$ cat config.mk
export PLATFORM = sky130hd
export DESIGN_NAME = ansi_key_escape_decoder
export DESIGN_NICKNAME = d
export VERILOG_FILES = /design/src/design/akd_pkg.sv /design/src/design/akd_decode.sv /design/src/design/ansi_key_escape_decoder.sv
export VERILOG_INCLUDE_DIRS = /design/src /design/src/design
export SDC_FILE = /design/constraint.sdc
export NUM_CORES = 1
export LEC_CHECK = 0
export BUFFER_PORTS_ARGS = -buffer_cell sky130_fd_sc_hd__buf_2
export CELL_PAD_IN_SITES_DETAIL_PLACEMENT = 0
export CELL_PAD_IN_SITES_GLOBAL_PLACEMENT = 1
export CORE_MARGIN = 1
export CORE_UTILIZATION = 42
export CTS_CLUSTER_DIAMETER = 80
export DETAILED_ROUTE_END_ITERATION = 6
export GPL_TIMING_DRIVEN = 0
export PLACE_DENSITY_LB_ADDON = 0.12
export SLEW_MARGIN = 0
export SYNTH_ARGS = -nofsm -noshare
export SYNTH_HDL_FRONTEND = slang
export SYNTH_SLANG_ARGS = --single-unit
$ cat constraint.sdc
create_clock -name clk -period 3.2 [get_ports clk]
set_input_delay 0.48 -clock clk [delete_from_list [all_inputs] [get_ports clk]]
set_output_delay 0.48 -clock clk [all_outputs]
set_load 0.1 [all_outputs]
$ cat src/design/ansi_key_escape_decoder_assert.svh
// Assertion macros shared by the decoder RTL.
`ifndef ANSI_KEY_ESCAPE_DECODER_ASSERT_SVH
`define ANSI_KEY_ESCAPE_DECODER_ASSERT_SVH

// Checked on every rising clock edge outside reset.
`define AKD_ASSERT(lbl, prop, msg) \
    lbl: assert property (@(posedge clk) disable iff (!rst_n) (prop)) else $error(msg);

// Checked on every rising clock edge, during reset too.
`define AKD_ASSERT_ALWAYS(lbl, prop, msg) \
    lbl: assert property (@(posedge clk) (prop)) else $error(msg);

`endif

$ cat src/design/akd_pkg.sv
`default_nettype none

package akd_pkg;

    localparam logic [7:0] ESC_BYTE  = 8'd27;
    localparam logic [7:0] CH_LBRACK = 8'h5B;
    localparam logic [7:0] CH_TILDE  = 8'h7E;
    localparam logic [7:0] CH_A      = 8'h41;
    localparam logic [7:0] CH_D      = 8'h44;
    localparam logic [7:0] CH_E      = 8'h45;
    localparam logic [7:0] CH_0      = 8'h30;
    localparam logic [7:0] CH_1      = 8'h31;
    localparam logic [7:0] CH_2      = 8'h32;
    localparam logic [7:0] CH_3      = 8'h33;
    localparam logic [7:0] CH_4      = 8'h34;
    localparam logic [7:0] CH_6      = 8'h36;
    localparam logic [7:0] CH_7      = 8'h37;
    localparam logic [7:0] CH_9      = 8'h39;

    localparam int PEND_W = 5;

    localparam logic [7:0] K_UNKNOWN = 8'd0;
    localparam logic [7:0] K_UP      = 8'd1;
    localparam logic [7:0] K_HOME    = 8'd5;
    localparam logic [7:0] K_INSERT  = 8'd6;
    localparam logic [7:0] K_DELETE  = 8'd7;
    localparam logic [7:0] K_F1      = 8'd11;
    localparam logic [7:0] K_F6      = 8'd16;
    localparam logic [7:0] K_F9      = 8'd19;
    localparam logic [7:0] K_F10     = 8'd20;
    localparam logic [7:0] K_F12     = 8'd21;

    typedef enum logic [6:0] {
        ST_IDLE  = 7'b0000001,
        ST_ESC   = 7'b0000010,
        ST_CSI   = 7'b0000100,
        ST_D1    = 7'b0001000,
        ST_D2    = 7'b0010000,
        ST_CSI2  = 7'b0100000,
        ST_TILDE = 7'b1000000
    } state_t;

    typedef struct packed {
        logic       emit;
        logic       special;
        logic [7:0] code;
    } dec_t;

endpackage

`default_nettype wire

$ cat src/design/akd_decode.sv
`default_nettype none

module akd_decode (
    input  akd_pkg::state_t                 state,
    input  logic [akd_pkg::PEND_W-1:0]      pend,
    input  logic [7:0]                      rx_byte,
    output akd_pkg::state_t                 state_next,
    output logic [akd_pkg::PEND_W-1:0]      pend_next,
    output akd_pkg::dec_t                   dec
);
    import akd_pkg::*;

    logic [7:0] off_a;
    logic [7:0] off_3;
    logic [7:0] off_7;

    assign off_a = rx_byte - CH_A;
    assign off_3 = rx_byte - CH_3;
    assign off_7 = rx_byte - CH_7;

    always_comb
    begin
        state_next  = state;
        pend_next   = pend;
        dec.emit    = 1'b1;
        dec.special = 1'b1;
        dec.code    = K_UNKNOWN;
        unique case (state)
            ST_IDLE:
            begin
                if (rx_byte == ESC_BYTE)
                begin
                    state_next = ST_ESC;
                    dec.emit   = 1'b0;
                end
                else
                begin
                    dec.special = 1'b0;
                    dec.code    = rx_byte;
                end
            end
            ST_ESC:
            begin
                if (rx_byte == CH_LBRACK)
                begin
                    state_next = ST_CSI;
                    dec.emit   = 1'b0;
                end
            end
            ST_CSI:
            begin
                priority if (rx_byte >= CH_A && rx_byte <= CH_D)
                begin
                    dec.code = K_UP + off_a;
                end
                else if (rx_byte == CH_1)
                begin
                    state_next = ST_D1;
                    dec.emit   = 1'b0;
                end
                else if (rx_byte == CH_2)
                begin
                    state_next = ST_D2;
                    dec.emit   = 1'b0;
                end
                else if (rx_byte >= CH_3 && rx_byte <= CH_6)
                begin
                    state_next = ST_TILDE;
                    pend_next  = PEND_W'(K_DELETE + off_3);
                    dec.emit   = 1'b0;
                end
                else if (rx_byte == CH_LBRACK)
                begin
                    state_next = ST_CSI2;
                    dec.emit   = 1'b0;
                end
                else
                begin
                    dec.code = K_UNKNOWN;
                end
            end
            ST_D1:
            begin
                priority if (rx_byte == CH_TILDE)
                begin
                    dec.code = K_HOME;
                end
                else if (rx_byte >= CH_7 && rx_byte <= CH_9)
                begin
                    state_next = ST_TILDE;
                    pend_next  = PEND_W'(K_F6 + off_7);
                    dec.emit   = 1'b0;
                end
                else
                begin
                    dec.code = K_UNKNOWN;
                end
            end
            ST_D2:
            begin
                priority if (rx_byte == CH_TILDE)
                begin
                    dec.code = K_INSERT;
                end
                else if (rx_byte == CH_0 || rx_byte == CH_1 || rx_byte == CH_4)
                begin
                    state_next = ST_TILDE;
                    dec.emit   = 1'b0;
                    priority if (rx_byte == CH_0)
                    begin
                        pend_next = PEND_W'(K_F9);
                    end
                    else if (rx_byte == CH_1)
                    begin
                        pend_next = PEND_W'(K_F10);
                    end
                    else
                    begin
                        pend_next = PEND_W'(K_F12);
                    end
                end
                else
                begin
                    dec.code = K_UNKNOWN;
                end
            end
            ST_CSI2:
            begin
                if (rx_byte >= CH_A && rx_byte <= CH_E)
                begin
                    dec.code = K_F1 + off_a;
                end
            end
            ST_TILDE:
            begin
                if (rx_byte == CH_TILDE)
                begin
                    dec.code = {{(8 - PEND_W){1'b0}}, pend};
                end
            end
            default:
            begin
                dec.code = K_UNKNOWN;
            end
        endcase
        if (dec.emit)
        begin
            state_next = ST_IDLE;
        end
    end

endmodule

`default_nettype wire

$ cat src/design/ansi_key_escape_decoder.sv
// ANSI key escape decoder.
// The rx channel (rx_valid, rx_stall, rx_byte) takes one terminal byte per beat.
// The key channel (key_valid, key_stall, is_special, key_code) gives one key per
// finished sequence or plain byte; bytes inside an escape sequence give no beat.
// A beat moves at a rising edge where valid is high and stall is low.
// A byte is held in an input register, decoded combinationally against the parse
// state, and its key is registered in the output register, from which key_valid
// rises; a stall on the output can hold the byte in the input register between.
// One byte per cycle is accepted while key_stall does not hold the output
// register; the parse state and pending-code registers feed back through the decoder.
// When key_stall holds the output register, a byte that yields a key waits in
// the input register and rx_stall rises; bytes that only advance the sequence
// still pass. Reset (rst_n low, asynchronous) returns the parser to idle and
// drops any byte or key in flight.
`default_nettype none

module ansi_key_escape_decoder (
    input  logic       clk,
    input  logic       rst_n,
    input  logic       rx_valid,
    output logic       rx_stall,
    input  logic [7:0] rx_byte,
    output logic       key_valid,
    input  logic       key_stall,
    output logic       is_special,
    output logic [7:0] key_code
);
    import akd_pkg::*;

    logic                rx_vld_reg;
    logic                rx_vld_next;
    logic [7:0]          rx_byte_reg;
    state_t              state_reg;
    state_t              state_next;
    logic [PEND_W-1:0]   pend_reg;
    logic [PEND_W-1:0]   pend_next;
    logic                key_vld_reg;
    logic                key_vld_next;
    logic                is_special_reg;
    logic [7:0]          key_code_reg;
    dec_t                dec;
    logic                out_free;
    logic                advance;
    logic                rx_take;
    logic                load_key;
    logic                idle_plain;
    logic                idle_esc;
    logic                key_special;
    logic                plain_out;

    akd_decode u_decode (
        .state      (state_reg),
        .pend       (pend_reg),
        .rx_byte    (rx_byte_reg),
        .state_next (state_next),
        .pend_next  (pend_next),
        .dec        (dec)
    );

    assign out_free     = !key_vld_reg || !key_stall;
    assign advance      = rx_vld_reg && (!dec.emit || out_free);
    assign rx_stall     = rx_vld_reg && !advance;
    assign rx_take      = rx_valid && !rx_stall;
    assign load_key     = advance && dec.emit;
    assign rx_vld_next  = rx_take || (rx_vld_reg && !advance);
    assign key_vld_next = load_key || (key_vld_reg && key_stall);

    always_ff @(posedge clk or negedge rst_n)
    begin
        if (!rst_n)
        begin
            rx_vld_reg  <= 1'b0;
            key_vld_reg <= 1'b0;
            state_reg   <= ST_IDLE;
            pend_reg    <= '0;
        end
        else
        begin
            rx_vld_reg  <= rx_vld_next;
            key_vld_reg <= key_vld_next;
            if (advance)
            begin
                state_reg <= state_next;
                pend_reg  <= pend_next;
            end
        end
    end

    always_ff @(posedge clk)
    begin
        if (rx_take)
        begin
            rx_byte_reg <= rx_byte;
        end
        if (load_key)
        begin
            is_special_reg <= dec.special;
            key_code_reg   <= dec.code;
        end
    end

    assign key_valid  = key_vld_reg;
    assign is_special = is_special_reg;
    assign key_code   = key_code_reg;

    assign idle_plain  = advance && state_reg == ST_IDLE && rx_byte_reg != ESC_BYTE;
    assign idle_esc    = advance && state_reg == ST_IDLE && rx_byte_reg == ESC_BYTE;
    assign key_special = key_vld_reg && is_special_reg;
    assign plain_out   = key_vld_reg && !is_special_reg;

`include "ansi_key_escape_decoder_assert.svh"

    `AKD_ASSERT(a_key_ends_seq, load_key |=> state_reg == ST_IDLE, "parser not idle after a key")
    `AKD_ASSERT(a_special_range, key_special |-> key_code_reg <= K_F12, "special code too large")
    `AKD_ASSERT(a_plain_kind, idle_plain |=> plain_out, "plain byte gave no plain key")
    `AKD_ASSERT(a_plain_code, idle_plain |=> key_code_reg == $past(rx_byte_reg), "bad plain code")
    `AKD_ASSERT(a_esc_silent, idle_esc |-> !dec.emit, "ESC gave a key")
    `AKD_ASSERT_ALWAYS(a_stall_needs_byte, rx_stall |-> rx_vld_reg, "stall without a held byte")

endmodule

`default_nettype wire
==> results of run 1 <==
worst paths after layout:
kind | end | cells past startpoint
worst max register to register | key_code[2] | 9
min in group clk | rx_byte_reg[0] | 1
worst max-delay path | rx_stall | 10
worst min register to register | pend_reg[1] | 1
worst min-delay path | state_reg[1] | 1
max in group asynchronous | state_reg[0] | 1
layer usage:
| metal | up-vias | track usage |
|---|---|---|
| met5 | - | 0 |
| met4 | 0 | 0.0692 |
| met3 | 8 | 0.0429 |
| met2 | 72 | 0.326 |
| met1 | 923 | 0.295 |
| li1 | 980 | - |
worst reg2reg max path: stages (launching register included):
cell       delay (ns)
edfxtp_1         0.39
clkbuf_4         0.21
inv_2            0.13
ha_1             0.24
nand3_2          0.15
o41ai_4          0.36
a2111oi_4        0.10
and3_4           0.20
nand2b_2         0.23
a21oi_2          0.49
placed cells by master, fill, tap and decap left out, types with 4 or more instances in the layout:
cell type	netlist	final
nand2_1	31	31
buf_2	1	22
nor2_1	18	17
edfxtp_1	17	17
xnor2_1	15	15
o21ai_0	13	13
dfrtp_1	13	13
nand3_1	13	12
buf_4	1	10
ha_1	11	8
xor2_1	7	7
clkbuf_8	0	6
nand2b_1	6	5
a21oi_1	6	5
nor3_1	6	5
mux2_4	5	5
nand3b_1	4	4
and3_1	4	4
a22o_1	4	4
power by group through the flow:
stage	Combinational, mW	Sequential, mW	Clock [mW]
floorplan	0.508	1.01	0
global placement	1.10	0.609	0
detailed placement	1.10	0.610	0
CTS	1.15	0.592	0.311
global route	1.27	0.607	0.327
finish	1.20	0.594	0.303
area by class of cell:
| cell class | count | area (µm²) |
|---|---|---|
| buffer | 8 | 56.3 |
| clock buffer | 5 | 68.8 |
| clock inverter | 3 | 15.0 |
| fill | 482 | 2400 |
| inverter | 6 | 22.5 |
| multi-input combinational | 200 | 1530 |
| sequential | 31 | 862 |
| tap | 70 | 87.6 |
| timing repair buffer | 32 | 199 |
stage by stage:
step,TNS [ns],hold WS [ns],instances,utilization,setup WS (ns)
6_report,0,0.0764,355,0.542,0.0881
2_1_floorplan,0,0.184,246,-,0.163
4_1_cts,0,0.0840,351,0.517,0.00707
3_5_place_dp,-7.77,0.397,338,0.488,-0.578
3_3_place_gp,-8.35,0.399,338,0.488,-0.604
5_1_grt,-0.00355,0.0879,355,0.542,-0.00355
kinds of logic after synthesis:
logic type | count (synthesis) | share of synthesized area
flops | 31 | 0.367
fa+ha+maj | 11 | 0.0585
simple gates | 107 | 0.246
xor+xnor | 22 | 0.0820
compound gates | 51 | 0.167
buf+inv | 15 | 0.0293
mux | 9 | 0.0500
repair_timing:
| item | in CTS | in global routing |
|---|---|---|
| buffers inserted | 5 | 5 |
| cloned | 0 | 0 |
| endpoints found under the setup margin | 18 | 10 |
| pin swaps | 1 | 3 |
| gates resized for setup | 12 | 18 |
==> results.sh, run 1 <==
export IMPL_status="complete, no violations"
export IMPL_rrSetupSlack_ns=0.34
export IMPL_highest_layer="met4"
export IMPL_p_int_mw=1.02
export IMPL_ys_seq_area_frac=0.367
export IMPL_max_stage_delay_ns=0.44
export IMPL_drv_slew=0
export IMPL_timing_final_crit_share=0.972
export IMPL_synthFlopType="edfxtp_1"
export IMPL_critPathKind="flip-flop to output port"
export IMPL_cts_tree="yes"
export IMPL_dp_hpwl_um=4130
export IMPL_fmax_ghz=0.321
export IMPL_ios=23
export IMPL_die_y_um=76.8
export IMPL_die_area_um2=5900
export IMPL_slowest_stage="edfxtp_1"
export IMPL_p_clk_frac=0.145
export IMPL_syn_inst=246
export IMPL_clk_latency_ns=0.29
export IMPL_initial_core_util=0.449
export IMPL_final_area_um2=2840
export IMPL_skew_ns=0.00342
export IMPL_avgViaCountPerCell=5.59
export IMPL_dr_total_vias=1983
export IMPL_grt_pass1_vias=1864
export IMPL_end_kind="output port"
export IMPL_drtPass1Iterations=5
export IMPL_path_cells="buf_4 > buf_4 > ha_1 > o21ai_0 > nand3_1 > a2111oi_4 > and3_4 > nand2b_2 > nor2_4 > buf_8"
export IMPL_totalWireLength_um=5720
export IMPL_ir_drop_v=0.000448
export IMPL_core_um2=5240
export IMPL_antenna_found_initial=0
export IMPL_cts_max_level=2
export IMPL_avgSynthCellArea_um2=9.56
export IMPL_clock_sinks=31
export IMPL_die_w_um=76.8
export IMPL_leakagePower_nw=1.17
export IMPL_cp_max_fo=8
export IMPL_max_slew_margin_rel=0.391
export IMPL_nets=307
export IMPL_crit_top_cell="buf_4"
export IMPL_synth_area_leader_cell="edfxtp_1"
export IMPL_clkSlewWorstSetupHoldPaths_ns=0.07
export IMPL_synth_area_top_cells="edfxtp_1, dfrtp_1, ha_1, xnor2_1, nand2_1"
export IMPL_yosysTopAreaCellShare=0.217
export IMPL_netlist_top_cells_count="nand2_1, nor2_1, edfxtp_1"
export IMPL_async_flop_share=0.452
export IMPL_grt_max_degree=15
export IMPL_wl_per_cell_um=16.1
export IMPL_cp_arrival_ns=2.63
export IMPL_synth_cell_types=63
export IMPL_power_frac_seq=0.284
export IMPL_yosys_register_bits=31
export IMPL_total_power_mw=2.09
export IMPL_max_cap_violations=0
export IMPL_setup_viol=0
export IMPL_required_ns=2.72
export IMPL_drive_gt1_frac=0.267
export IMPL_start_kind="flip-flop"
export IMPL_combPwrFrac=0.571
export IMPL_drt_iter0_markers=139
export IMPL_area_growth_pct=20.8
export IMPL_syn_nets=269
export IMPL_crit_start="rx_byte_reg[2]"
export IMPL_clockBufferDepth=2
export IMPL_wl_met3_um=339
export IMPL_period_needed_ns=3.11
export IMPL_ant_nets=0
export IMPL_hold_viol=0
export IMPL_synth_edf_count=17
export IMPL_grt_pass1_wl_um=9620
export IMPL_switching_share=0.513
export IMPL_powerDensity_nw_per_um2=738
export IMPL_antenna_cells=0
export IMPL_drc=0
export IMPL_regToRegStartpoint="rx_byte_reg[0]"
export IMPL_grt_use_total=0.212
export IMPL_p_sw_mw=1.07
export IMPL_worst_slew_pin_slew_ns=0.901
export IMPL_yosysMostFrequentCell="nand2_1"
export IMPL_row_count=26
export IMPL_wl_met2_um=2620
export IMPL_root_buffer="clkbuf_8"
export IMPL_hold_class="input pin to async pin"
export IMPL_gr_total_overflow=0
export IMPL_path_delay_family="simple AND/OR/NAND/NOR gates"
export IMPL_gp_congestion=0.867
export IMPL_port_buffers=22
export IMPL_yosys_warnings=0
export IMPL_place_area_um2=2560
export IMPL_critPathBufInv=3
export IMPL_cts_hold_buf=0
export IMPL_met1_length_um=2700
export IMPL_cts_buffers_inserted=5
export IMPL_netlist_area_um2=2350
(Power assumes the default switching activity.)
==> run 2: changes to the inputs <==
Settings changed: RECOVER_POWER set to 25.
==> run 2 against run 1 <==
Total power fell by 0.13%. Sequential share of layout area about the same. First-iteration DRC count is the same. Cell count unchanged. Clock power barely moved. Sequential power about the same. Clock-buffer cell count unchanged. Utilization about the same. Flip-flop and latch count unchanged. Worst setup slack hardly changed. Non-clock buffer count stayed put. Register-to-register slack hardly changed.
==> results.sh, run 2 (synthesis gave the netlist of run 1 again) <==
export IMPL_fmax_ghz=0.321
export IMPL_post_place_cells=338
export IMPL_final_common_cell="nand2_1"
export IMPL_port_buffers=22
export IMPL_tns_ns=0
export IMPL_avgViaCountPerCell=5.57
export IMPL_worst_slew_pin_slew_ns=0.899
export IMPL_clkSlewWorstSetupHoldPaths_ns=0.07
export IMPL_die_y_um=76.8
export IMPL_start_kind="flip-flop"
export IMPL_grt_use_total=0.212
export IMPL_timing_final_crit_share=0.973
export IMPL_regToRegStartpoint="rx_byte_reg[0]"
export IMPL_wl_per_cell_um=16.1
export IMPL_clk_latency_ns=0.29
export IMPL_place_ws_ns=-0.578
export IMPL_core_um2=5240
export IMPL_multi_input_area_um2=1530
export IMPL_critPathKind="flip-flop to output port"
export IMPL_area_growth_pct=20.7
export IMPL_powerDensity_nw_per_um2=737
export IMPL_status="complete, no violations"
export IMPL_grt_pass1_wl_um=9620
export IMPL_ir_drop_v=0.000448
export IMPL_ant_nets=0
export IMPL_nets=307
export IMPL_max_slew_margin_rel=0.392
export IMPL_dr_total_vias=1978
export IMPL_total_power_mw=2.09
export IMPL_layoutNonFillerInstCount=355
export IMPL_cp_arrival_ns=2.63
export IMPL_hold_viol=0
export IMPL_root_buffer="clkbuf_8"
export IMPL_die_w_um=76.8
export IMPL_cts_hold_buf=0
export IMPL_drv_slew=0
export IMPL_drt_iter0_markers=139
export IMPL_antenna_cells=0
export IMPL_antenna_found_initial=0
export IMPL_layout_common_cells="nand2_1, buf_2, nor2_1, edfxtp_1, xnor2_1"
export IMPL_gp_congestion=0.867
export IMPL_initial_core_util=0.449
export IMPL_row_count=26
export IMPL_place_area_um2=2560
export IMPL_drtPass1Iterations=4
export IMPL_end_kind="output port"
export IMPL_drc=0
export IMPL_ios=23
export IMPL_hold_worst_slack_ns=0.237
export IMPL_final_area_um2=2840
export IMPL_register_area_um2=862
export IMPL_skew_ns=0.00346
export IMPL_fillers=483
export IMPL_setup_viol=0
export IMPL_clockBufferDepth=2
export IMPL_grt_pass1_vias=1864
export IMPL_grt_max_degree=15
export IMPL_reg2regPathDepth=9
export IMPL_gr_total_overflow=0
export IMPL_drive_gt1_frac=0.263
export IMPL_die_area_um2=5900
export IMPL_cts_max_level=2
export IMPL_finalWorstSetupSlack_ns=0.0876
export IMPL_crit_start="rx_byte_reg[2]"
export IMPL_period_needed_ns=3.11
export IMPL_totalWireLength_um=5720
export IMPL_cp_max_fo=8
export IMPL_clock_sinks=31
export IMPL_max_cap_violations=0
export IMPL_dp_hpwl_um=4130
export IMPL_cts_tree="yes"
export IMPL_required_ns=2.72
export IMPL_hold_class="input pin to async pin"
export IMPL_leakagePower_nw=1.16
export IMPL_final_util=0.542
export IMPL_cts_buffers_inserted=5
==> run 2: cell types whose count changed in the layout (fill, tap and decap cells not counted), sizes merged <==
cell    previous run  this run
buf               35        34
clkbuf            10        11
==> run 2: repair_timing <==
action | CTS | global route
endpoints found under the setup margin | 18 | 10
pin swaps | 1 | 3
buffers inserted | 5 | 5
resized for setup | 12 | 18
==> run 2: power by group <==
part           leakage (nW)  internal, mW  switching (mW)
clock                0.0477         0.149           0.154
combinational         0.764         0.325           0.869
sequential            0.350         0.545          0.0488
total                  1.16          1.02            1.07
==> run 2: cell type report <==
type | instances | area share
inverters | 6 | 0.00794
clock buffers | 5 | 0.0243
multi-input cells | 200 | 0.538
plain buffers | 8 | 0.0198
flip-flops and latches | 31 | 0.304
well taps | 70 | 0.0309
clock inverters | 3 | 0.00529
repair buffers | 32 | 0.0697
==> run 2: worst paths after layout <==
path                       slack [ns]        endpoint
max                              0.09        rx_stall
min                              0.24    state_reg[1]
max reg2reg                      0.34     key_code[2]
min reg2reg                      0.52     pend_reg[1]
max in group asynchronous        2.48     pend_reg[0]
min in group clk                 0.36  rx_byte_reg[0]
==> run 2: per-layer routing <==
| metal | GRT usage | wire length (µm) |
|---|---|---|
| met1 | 0.295 | 2700 |
| met2 | 0.326 | 2630 |
| met3 | 0.0429 | 325 |
| met4 | 0.0692 | 63 |
| met5 | 0 | 0 |
==> run 2: worst max-delay path, cell delays in order (launching register included) <==
cell and delay (ns):
edfxtp_1 0.44, buf_4 0.16, buf_4 0.16, ha_1 0.23
o21ai_0 0.17, nand3_1 0.14, a2111oi_4 0.38, and3_4 0.24
nand2b_2 0.19, nor2_4 0.05, buf_8 0.18
